<file path="src/rtl/sttp_pkg.sv">
// ============================================================================
// sttp_pkg: shared types and constants for the styled text tag parser
// Character codes, style flag masks, stack sizing and the stack request.
// ============================================================================
package sttp_pkg;

  // style stack
  localparam int unsigned StackDepth = 16;
  localparam int unsigned StackAw    = (StackDepth > 1) ? $clog2(StackDepth) : 1;
  localparam int unsigned StackCw    = $clog2(StackDepth + 1);

  // style flags: bit0 color-active, bit1 bold, bit2 italic
  localparam int unsigned StyleW     = 3;
  localparam logic [StyleW-1:0] FlagColor  = 3'b001;
  localparam logic [StyleW-1:0] FlagBold   = 3'b010;
  localparam logic [StyleW-1:0] FlagItalic = 3'b100;

  // markup characters
  localparam logic [7:0] CharPct   = 8'h25;
  localparam logic [7:0] CharLt    = 8'h3C;
  localparam logic [7:0] CharGt    = 8'h3E;
  localparam logic [7:0] CharSlash = 8'h2F;
  localparam logic [7:0] CharB     = 8'h62;
  localparam logic [7:0] CharI     = 8'h69;
  localparam logic [7:0] CharC     = 8'h63;
  localparam logic [7:0] CharColon = 8'h3A;
  localparam logic [7:0] CharHash  = 8'h23;

  localparam logic [2:0] HexDigits = 3'd6;

  // request from the parser to the style stack
  typedef struct packed {
    logic              push;
    logic              pop;
    logic              clear;
    logic [StyleW-1:0] wdata;
  } stack_req_t;

  // status from the style stack
  typedef struct packed {
    logic              empty;
    logic              full;
    logic [StyleW-1:0] top;
  } stack_stat_t;

  // {valid, nibble}
  function automatic logic [4:0] hex_decode(input logic [7:0] b);
    logic [4:0] r;
    r = 5'b0;
    if (b >= 8'h30 && b <= 8'h39) r = {1'b1, 4'(b - 8'h30)};
    else if (b >= 8'h61 && b <= 8'h66) r = {1'b1, 4'(b - 8'h57)};
    else if (b >= 8'h41 && b <= 8'h46) r = {1'b1, 4'(b - 8'h37)};
    return r;
  endfunction

endpackage

</file>
<file path="src/rtl/sttp_stack.sv">
// ============================================================================
// sttp_stack: style flag stack
// Synchronous memory plus a cached top entry; a pop prefetches the entry
// below, and the registered read data is forwarded as the new top.
// ============================================================================
module sttp_stack
  import sttp_pkg::*;
(
  input  logic        clk_i,
  input  logic        rst_ni,
  input  stack_req_t  req_i,
  output stack_stat_t stat_o
);

  logic [StyleW-1:0]  mem [StackDepth];
  logic [StackCw-1:0] count_q, count_d;
  logic [StyleW-1:0]  top_q;
  logic [StyleW-1:0]  rdata_q;
  logic               top_pend_q, top_pend_d;
  logic               rd_en;
  logic [StackCw-1:0] rd_ptr;

  assign stat_o.empty = (count_q == '0);
  assign stat_o.full  = (count_q == StackCw'(StackDepth));
  assign stat_o.top   = top_pend_q ? rdata_q : top_q;

  assign rd_ptr = count_q - StackCw'(2);
  assign rd_en  = req_i.pop && (count_q >= StackCw'(2));

  always_comb begin
    count_d    = count_q;
    top_pend_d = top_pend_q;
    if (req_i.push) begin
      count_d    = count_q + 1'b1;
      top_pend_d = 1'b0;
    end else if (req_i.pop) begin
      count_d    = count_q - 1'b1;
      top_pend_d = 1'b1;
    end
    if (req_i.clear) begin
      count_d    = '0;
      top_pend_d = 1'b0;
    end
  end

  always_ff @(posedge clk_i or negedge rst_ni) begin
    if (!rst_ni) begin
      count_q    <= '0;
      top_pend_q <= 1'b0;
    end else begin
      count_q    <= count_d;
      top_pend_q <= top_pend_d;
    end
  end

  always_ff @(posedge clk_i) begin
    if (req_i.push) begin
      mem[count_q[StackAw-1:0]] <= req_i.wdata;
      top_q                     <= req_i.wdata;
    end
    if (rd_en) begin
      rdata_q <= mem[rd_ptr[StackAw-1:0]];
    end
  end

endmodule

</file>
<file path="src/rtl/sttp_ctrl.sv">
// ============================================================================
// sttp_ctrl: markup parser and result register
// Mode sequencer, style flags, color capture and the output stage.
// ============================================================================
module sttp_ctrl
  import sttp_pkg::*;
(
  input  logic        clk_i,
  input  logic        rst_ni,
  input  logic        acc_i,       // input request taken this cycle
  input  logic [7:0]  byte_i,
  input  logic        eos_i,
  input  logic        out_ready_i,
  input  stack_stat_t stat_i,
  output stack_req_t  req_o,
  output logic        out_valid_o,
  output logic [7:0]  glyph_o,
  output logic [2:0]  style_o,
  output logic [23:0] color_o
);

  localparam logic [2:0] ModeText   = 3'd0;
  localparam logic [2:0] ModeEscape = 3'd1;
  localparam logic [2:0] ModeTag    = 3'd2;
  localparam logic [2:0] ModeSkip   = 3'd3;
  localparam logic [2:0] ModeColon  = 3'd4;
  localparam logic [2:0] ModeHash   = 3'd5;
  localparam logic [2:0] ModeHex    = 3'd6;
  localparam logic [2:0] ModeHexEnd = 3'd7;

  logic [2:0]        mode_q, mode_d;
  logic [StyleW-1:0] style_q, style_d;
  logic [23:0]       color_q, color_d;
  logic [23:0]       pend_q, pend_d;
  logic [2:0]        hcnt_q, hcnt_d;
  logic              hok_q, hok_d;
  logic              emit;
  logic              out_valid_q;
  logic [7:0]        glyph_q;
  logic [2:0]        ostyle_q;
  logic [23:0]       ocolor_q;
  logic [4:0]        hex;

  assign hex = hex_decode(byte_i);

  always_comb begin
    mode_d      = mode_q;
    style_d     = style_q;
    color_d     = color_q;
    pend_d      = pend_q;
    hcnt_d      = hcnt_q;
    hok_d       = hok_q;
    emit        = 1'b0;
    req_o       = '0;
    req_o.wdata = style_q;
    unique case (mode_q)
      ModeText: begin
        if (byte_i == CharLt) mode_d = ModeTag;
        else if (byte_i == CharPct && !eos_i) mode_d = ModeEscape;
        else emit = 1'b1;
      end
      ModeEscape: begin
        emit   = 1'b1;
        mode_d = ModeText;
      end
      ModeTag: begin
        if (byte_i == CharSlash) begin
          req_o.pop = !stat_i.empty;
          style_d   = stat_i.empty ? '0 : stat_i.top;
          mode_d    = ModeSkip;
        end else begin
          req_o.push = !stat_i.full;
          if (byte_i == CharB) style_d = style_q | FlagBold;
          if (byte_i == CharI) style_d = style_q | FlagItalic;
          if (byte_i == CharC) begin
            style_d = style_q | FlagColor;
            mode_d  = ModeColon;
          end else if (byte_i == CharGt) mode_d = ModeText;
          else mode_d = ModeSkip;
        end
      end
      ModeColon: begin
        if (byte_i == CharColon) mode_d = ModeHash;
        else if (byte_i == CharGt) mode_d = ModeText;
        else mode_d = ModeSkip;
      end
      ModeHash: begin
        if (byte_i == CharHash) begin
          mode_d = ModeHex;
          hcnt_d = '0;
          hok_d  = 1'b1;
          pend_d = '0;
        end else if (byte_i == CharGt) mode_d = ModeText;
        else mode_d = ModeSkip;
      end
      ModeHex: begin
        if (byte_i == CharGt) begin
          mode_d = ModeText;
        end else begin
          if (!hex[4]) hok_d = 1'b0;
          else pend_d = {pend_q[19:0], hex[3:0]};
          hcnt_d = hcnt_q + 1'b1;
          if (hcnt_d >= HexDigits) mode_d = ModeHexEnd;
        end
      end
      ModeHexEnd: begin
        if (byte_i == CharGt) begin
          if (hok_q) color_d = pend_q;
          mode_d = ModeText;
        end else mode_d = ModeSkip;
      end
      ModeSkip: begin
        if (byte_i == CharGt) mode_d = ModeText;
      end
      default: mode_d = ModeText;
    endcase
    if (eos_i) begin
      mode_d      = ModeText;
      req_o.clear = 1'b1;
      hcnt_d      = '0;
      hok_d       = 1'b1;
    end
    if (!acc_i) begin
      req_o.push  = 1'b0;
      req_o.pop   = 1'b0;
      req_o.clear = 1'b0;
    end
  end

  always_ff @(posedge clk_i or negedge rst_ni) begin
    if (!rst_ni) begin
      mode_q      <= ModeText;
      style_q     <= '0;
      color_q     <= '0;
      pend_q      <= '0;
      hcnt_q      <= '0;
      hok_q       <= 1'b1;
      out_valid_q <= 1'b0;
    end else begin
      if (acc_i) begin
        mode_q      <= mode_d;
        style_q     <= style_d;
        color_q     <= color_d;
        pend_q      <= pend_d;
        hcnt_q      <= hcnt_d;
        hok_q       <= hok_d;
        out_valid_q <= emit;
      end else if (out_ready_i) begin
        out_valid_q <= 1'b0;
      end
    end
  end

  // result payload, style and color as they stood before this byte
  always_ff @(posedge clk_i) begin
    if (acc_i && emit) begin
      glyph_q  <= byte_i;
      ostyle_q <= style_q;
      ocolor_q <= color_q;
    end
  end

  assign out_valid_o = out_valid_q;
  assign glyph_o     = glyph_q;
  assign style_o     = ostyle_q;
  assign color_o     = ocolor_q;

endmodule

</file>
<file path="src/rtl/styled_text_tag_parser.sv">
// ============================================================================
// styled_text_tag_parser: markup byte stream to styled glyphs
// Top level: stream ports, parser and style stack.
// ============================================================================
// A glyph is registered and appears in the cycle after its byte is taken.
// Throughput: one byte per cycle, pops and pushes included; the stack
//   memory's registered read is covered by a cached top entry and forwarding.
// Input is held off only while a finished glyph waits on m_axis_tready_i.
// Reset (rst_ni low, async): text mode, flags, color and stack count cleared;
//   stack memory contents are not cleared and need no clearing pass.
module styled_text_tag_parser
  import sttp_pkg::*;
(
  input  logic        clk_i,
  input  logic        rst_ni,
  // byte requests
  input  logic        s_axis_tvalid_i,
  output logic        s_axis_tready_o,
  input  logic [7:0]  s_axis_tdata_i,   // [7:0] text_byte
  input  logic        s_axis_tlast_i,   // end_of_string
  // glyph requests
  output logic        m_axis_tvalid_o,
  input  logic        m_axis_tready_i,
  output logic [31:0] m_axis_tdata_o,   // [7:0] glyph, [15:8] red_level,
                                        // [23:16] green_level, [31:24] blue_level
  output logic [2:0]  m_axis_tuser_o    // [0] bold_on, [1] italic_on, [2] color_on
);

  stack_req_t  stack_req;
  stack_stat_t stack_stat;
  logic        acc;
  logic [7:0]  glyph;
  logic [2:0]  style;
  logic [23:0] color;

  // The result register frees up whenever its glyph is taken in the same
  // cycle, so a steady stream runs at full rate.
  assign s_axis_tready_o = !m_axis_tvalid_o || m_axis_tready_i;
  assign acc             = s_axis_tvalid_i && s_axis_tready_o;

  sttp_ctrl u_ctrl (
    .clk_i       (clk_i),
    .rst_ni      (rst_ni),
    .acc_i       (acc),
    .byte_i      (s_axis_tdata_i),
    .eos_i       (s_axis_tlast_i),
    .out_ready_i (m_axis_tready_i),
    .stat_i      (stack_stat),
    .req_o       (stack_req),
    .out_valid_o (m_axis_tvalid_o),
    .glyph_o     (glyph),
    .style_o     (style),
    .color_o     (color)
  );

  // Style stack: push saves the flags on an opening tag, pop restores them.
  sttp_stack u_stack (
    .clk_i  (clk_i),
    .rst_ni (rst_ni),
    .req_i  (stack_req),
    .stat_o (stack_stat)
  );

  // flags live as {italic, bold, color}; tuser is {color, italic, bold}
  assign m_axis_tuser_o = {style[0], style[2], style[1]};
  assign m_axis_tdata_o = {color[7:0], color[15:8], color[23:16], glyph};

endmodule

</file>
<file path="config.mk">
export PLATFORM = sky130hd
export DESIGN_NAME = styled_text_tag_parser
export DESIGN_NICKNAME = d
export VERILOG_FILES = /design/src/rtl/sttp_pkg.sv /design/src/rtl/sttp_stack.sv /design/src/rtl/sttp_ctrl.sv /design/src/rtl/styled_text_tag_parser.sv
export SDC_FILE = /design/constraint.sdc
export NUM_CORES = 1
export LEC_CHECK = 0
export BUFFER_PORTS_ARGS = -buffer_cell sky130_fd_sc_hd__buf_2
export CAP_MARGIN = 5
export CORE_MARGIN = 4
export CORE_UTILIZATION = 35
export CTS_CLUSTER_DIAMETER = 50
export DETAILED_ROUTE_END_ITERATION = 12
export PLACE_DENSITY = 0.52
export SYNTH_ARGS = -nofsm -noshare
export SYNTH_HDL_FRONTEND = slang
export SYNTH_HIERARCHICAL = 1
export SYNTH_SLANG_ARGS = --single-unit
</file>
<file path="constraint.sdc">
create_clock -name clk_i -period 11.1 [get_ports clk_i]
set_input_delay 1.11 -clock clk_i [delete_from_list [all_inputs] [get_ports clk_i]]
set_output_delay 1.11 -clock clk_i [all_outputs]
set_load 0.01 [all_outputs]
</file>
==> results by group <==
Run status
  • Status: finished clean

Clock tree
  • CTS max path bufs: 2
  • CTS H-tree lvls: 4
  • Root Buffer: clkbuf_16
  • Clk sinks: about 150
  • CTS Hold Bufs: 0
  • Clock-pin slew on the worst setup and hold paths: 70 ps
  • Worst-Skew Late Latency: about 420 ps
  • CTS tree: yes
  • CTS resizes: 0
  • Setup bufs post-CTS: 0
  • Total CTS buffers: 17

Global routing
  • First-pass GRT wire length: 22300 µm
  • Vias in the first global route: 4051
  • GRT Overall Usage: a little over an eighth
  • Largest net degree at the start of global routing: 66
  • GRT overflow: 0
  • Antenna violations before repair: 0

Timing
  • Clock Skew: 8.97 ps
  • Max_slew headroom: 43.8%
  • Final Hold Viols: 0
  • Worst Max-Slew Pin Slew: 844 ps
  • RSZ-0062 raised after global routing: false
  • Fmax: between 0.3 and 0.4 GHz
  • Final worst-path cycle share: 28.6%
  • Setup TNS: 0 ps
  • Pins Over Slew Limit: 0
  • Tmin final: about 3200 ps
  • Final setup violation count: 0

Drt
  • Vias: 3946
  • Detailed Routing Iterations Pass 1: 5
  • Drc violations: 0
  • Drt via density: between 5 and 6
  • DRT Wirelength: 13600 µm
  • Initial drt markers: 336
  • WL per Instance: about 18 µm
  • Post-route ant nets: 0

Synthesis
  • Yosys top cell area share: 40.5%
  • Post-synth top area cell: edfxtp_1
  • Post-Syn Nets: 486
  • Post-synth top cells: edfxtp_1, dfrtp_1, nor2_1
  • Main combinational cell family by area after synthesis: simple AND/OR/NAND/NOR gates
  • Top cells by area, synth: edfxtp_1, dfrtp_1, mux2_2
  • Compound-Gate Fraction of Synth Area: 9.91%
  • Adder-Cell Fraction of Synth Area: 2.39%
  • Mapped cell area: 6590 µm²
  • Post-synth EDFFs: 89
  • Mapped Cells: 461
  • Netlist cell types: a little over 70
  • Synth Area in XOR/XNOR: 1.06%
  • Most common cell in the netlist: edfxtp_1
  • Yosys warning count: 6
  • Async set-reset flop share out of synthesis: 42.2%
  • Avg Cell Area, Syn: 14.3 µm²
  • Sequential area share after synthesis: between 60% and 70%
  • Ys flop type: edfxtp_1
  • Mux share of post-synthesis cell area: 8.24%
  • Seq cells post-synth: 154
  • Synth Area in Simple Gates: about a tenth

Cells and area
  • Diode count: 0
  • Layout cell share with drive strength beyond 1: ~26%
  • Final nets: 542
  • Layout area overhead: 16.2%
  • Fill count: approximately 1600
  • Final Core Density: 41.9%

Critical path
  • CP max stage cell: nor4b_2
  • CP Max Fanout: 12
  • Startpoint Class: input pin
  • Reg2reg path depth: 10
  • Worst Path Buf+Inv: 3
  • Worst path top cell family by delay: simple AND/OR/NAND/NOR gates
  • FF-to-FF End: u_stack/count_q[3]$_DFFE_PN0P_
  • Critical Path, Cell by Cell: buf_2 -> nor4b_2 -> nand3_1 -> nor3b_1 -> buf_4 -> inv_1 -> ha_1 -> a21o_1 -> a21oi_1 -> nor4bb_1 -> a311o_1
  • Max incr delay on CP: 440 ps
  • R2R setup slack: 8200 ps
  • CP required: 11450 ps
  • CP Data Arrival Time: 3530 ps
  • Crit Path Class: in2reg
  • Worst R2R Start: u_ctrl/mode_q[1]$_DFFE_PN0P_
  • Critical path capture point type: flop

Floorplanning
  • Die area: 21100 µm²
  • Initial Util: between 30 and 40%
  • Die span in x: between 100 and 150 µm
  • IO Count: 50
  • Core area: 18300 µm²
  • Die H: 145 µm
  • Core Rows: 49

Pwr
  • LEAKAGE: 2.97 nW
  • Worst VDD drop: 0.0960 mV
  • Power per cell area: around 200 nW/µm²

Worst hold path
  • Hold WC Path Type: reg2reg
  • Min-Delay Endpoint: u_ctrl/color_o[22]$_DFFE_PP_
  • Hold depth: 0
  • Hold path start: u_ctrl/color_q[22]$_DFFE_PN0P_

Placed design
  • IO buf count: 49
  • Final HPWL DP: slightly above 9000 µm
  • Routability congestion estimate: 0.875

Run
  • # Max-Cap Violations: 0
==> stage by stage <==
step           instance area, µm²  setup slack, ps  power, mW  hold slack (ps)  instances
6_report                     7660             7930       1.50              446        759
5_1_grt                      7660             7620       1.57              456        759
4_1_cts                      7660             7920       1.52              447        759
3_5_place_dp                 7060             7470      0.935              431        727
3_3_place_gp                 7060             7560      0.929              430        727
2_1_floorplan                6590             5110      0.850              418        461
==> cells by family after synthesis <==
logic type,Yosys count
compound gates,88
flops,154
buf+inv,34
fa+ha+maj,12
xor+xnor,8
mux,45
simple gates,120
==> worst max path at each step <==
stage                                 start                        endpoint  slack [ps]  cells after the start
after floorplan             m_axis_tready_i     u_ctrl/color_o[0]$_DFFE_PP_        5110                      4
after global placement    s_axis_tdata_i[4]  u_stack/count_q[3]$_DFFE_PN0P_        7560                     11
after detailed placement  s_axis_tdata_i[4]  u_stack/count_q[3]$_DFFE_PN0P_        7470                     11
after CTS                 s_axis_tdata_i[4]  u_stack/count_q[3]$_DFFE_PN0P_        7920                     11
after global routing      s_axis_tdata_i[4]  u_stack/count_q[3]$_DFFE_PN0P_        7620                     11
final                     s_axis_tdata_i[4]  u_stack/count_q[3]$_DFFE_PN0P_        7930                     11
==> flip-flops by register name, indices dropped and copies added (netlist names), 5 cells and up <==
| signal | count |
|---|---|
| u_ctrl/glyph_o | 8 |
| u_stack/count_q | 5 |
| u_ctrl/color_q | 24 |
| u_stack/mem | 48 |
| u_ctrl/pend_q | 24 |
| u_ctrl/color_o | 24 |
==> metal layers <==
layer / share of wire, % / vias to the layer above / GRT usage (%) / wire length [µm]
li1: - / 1854 / - / -
met1: 48 / 1975 / 18.1 / 6450
met3: 4.3 / 17 / 3.77 / 583
met2: 47 / 100 / 20.8 / 6390
met4: 1.0 / 0 / 3.94 / 140
met5: 0 / - / 0 / 0
==> cell usage in the layout (no fill, tap or decap), types with 10 or more instances in the layout <==
cell type  count
a21oi_1       10
a22o_1        22
buf_2         49
clkbuf_16     17
dfrtp_1       64
edfxtp_1      89
ha_1          11
inv_1         11
mux2_2        28
mux2i_1       10
nand2_1       22
nand3_1       14
nor2_1        31
o21ai_0       15
==> where the power goes <==
part	internal, mW	total [mW]	switching [mW]
clock	0.323	0.578	0.255
sequential	0.663	0.690	0.0272
combinational	0.0875	0.229	0.142
total	1.07	1.50	0.424
==> final cells by class <==
type                            instances  area (µm²)  share of cell area, %
Clock buffer                           17         425                   5.55
Timing Repair Buffer                   58         313                   4.08
Sequential cell                       154        4300                   56.1
Tap cell                              229         287                   3.74
Multi-Input combinational cell        273        2110                   27.6
Clock inverter                         15         174                   2.27
Inverter                               13        48.8                  0.637
No activity file was read; power rests on OpenSTA's default activity.
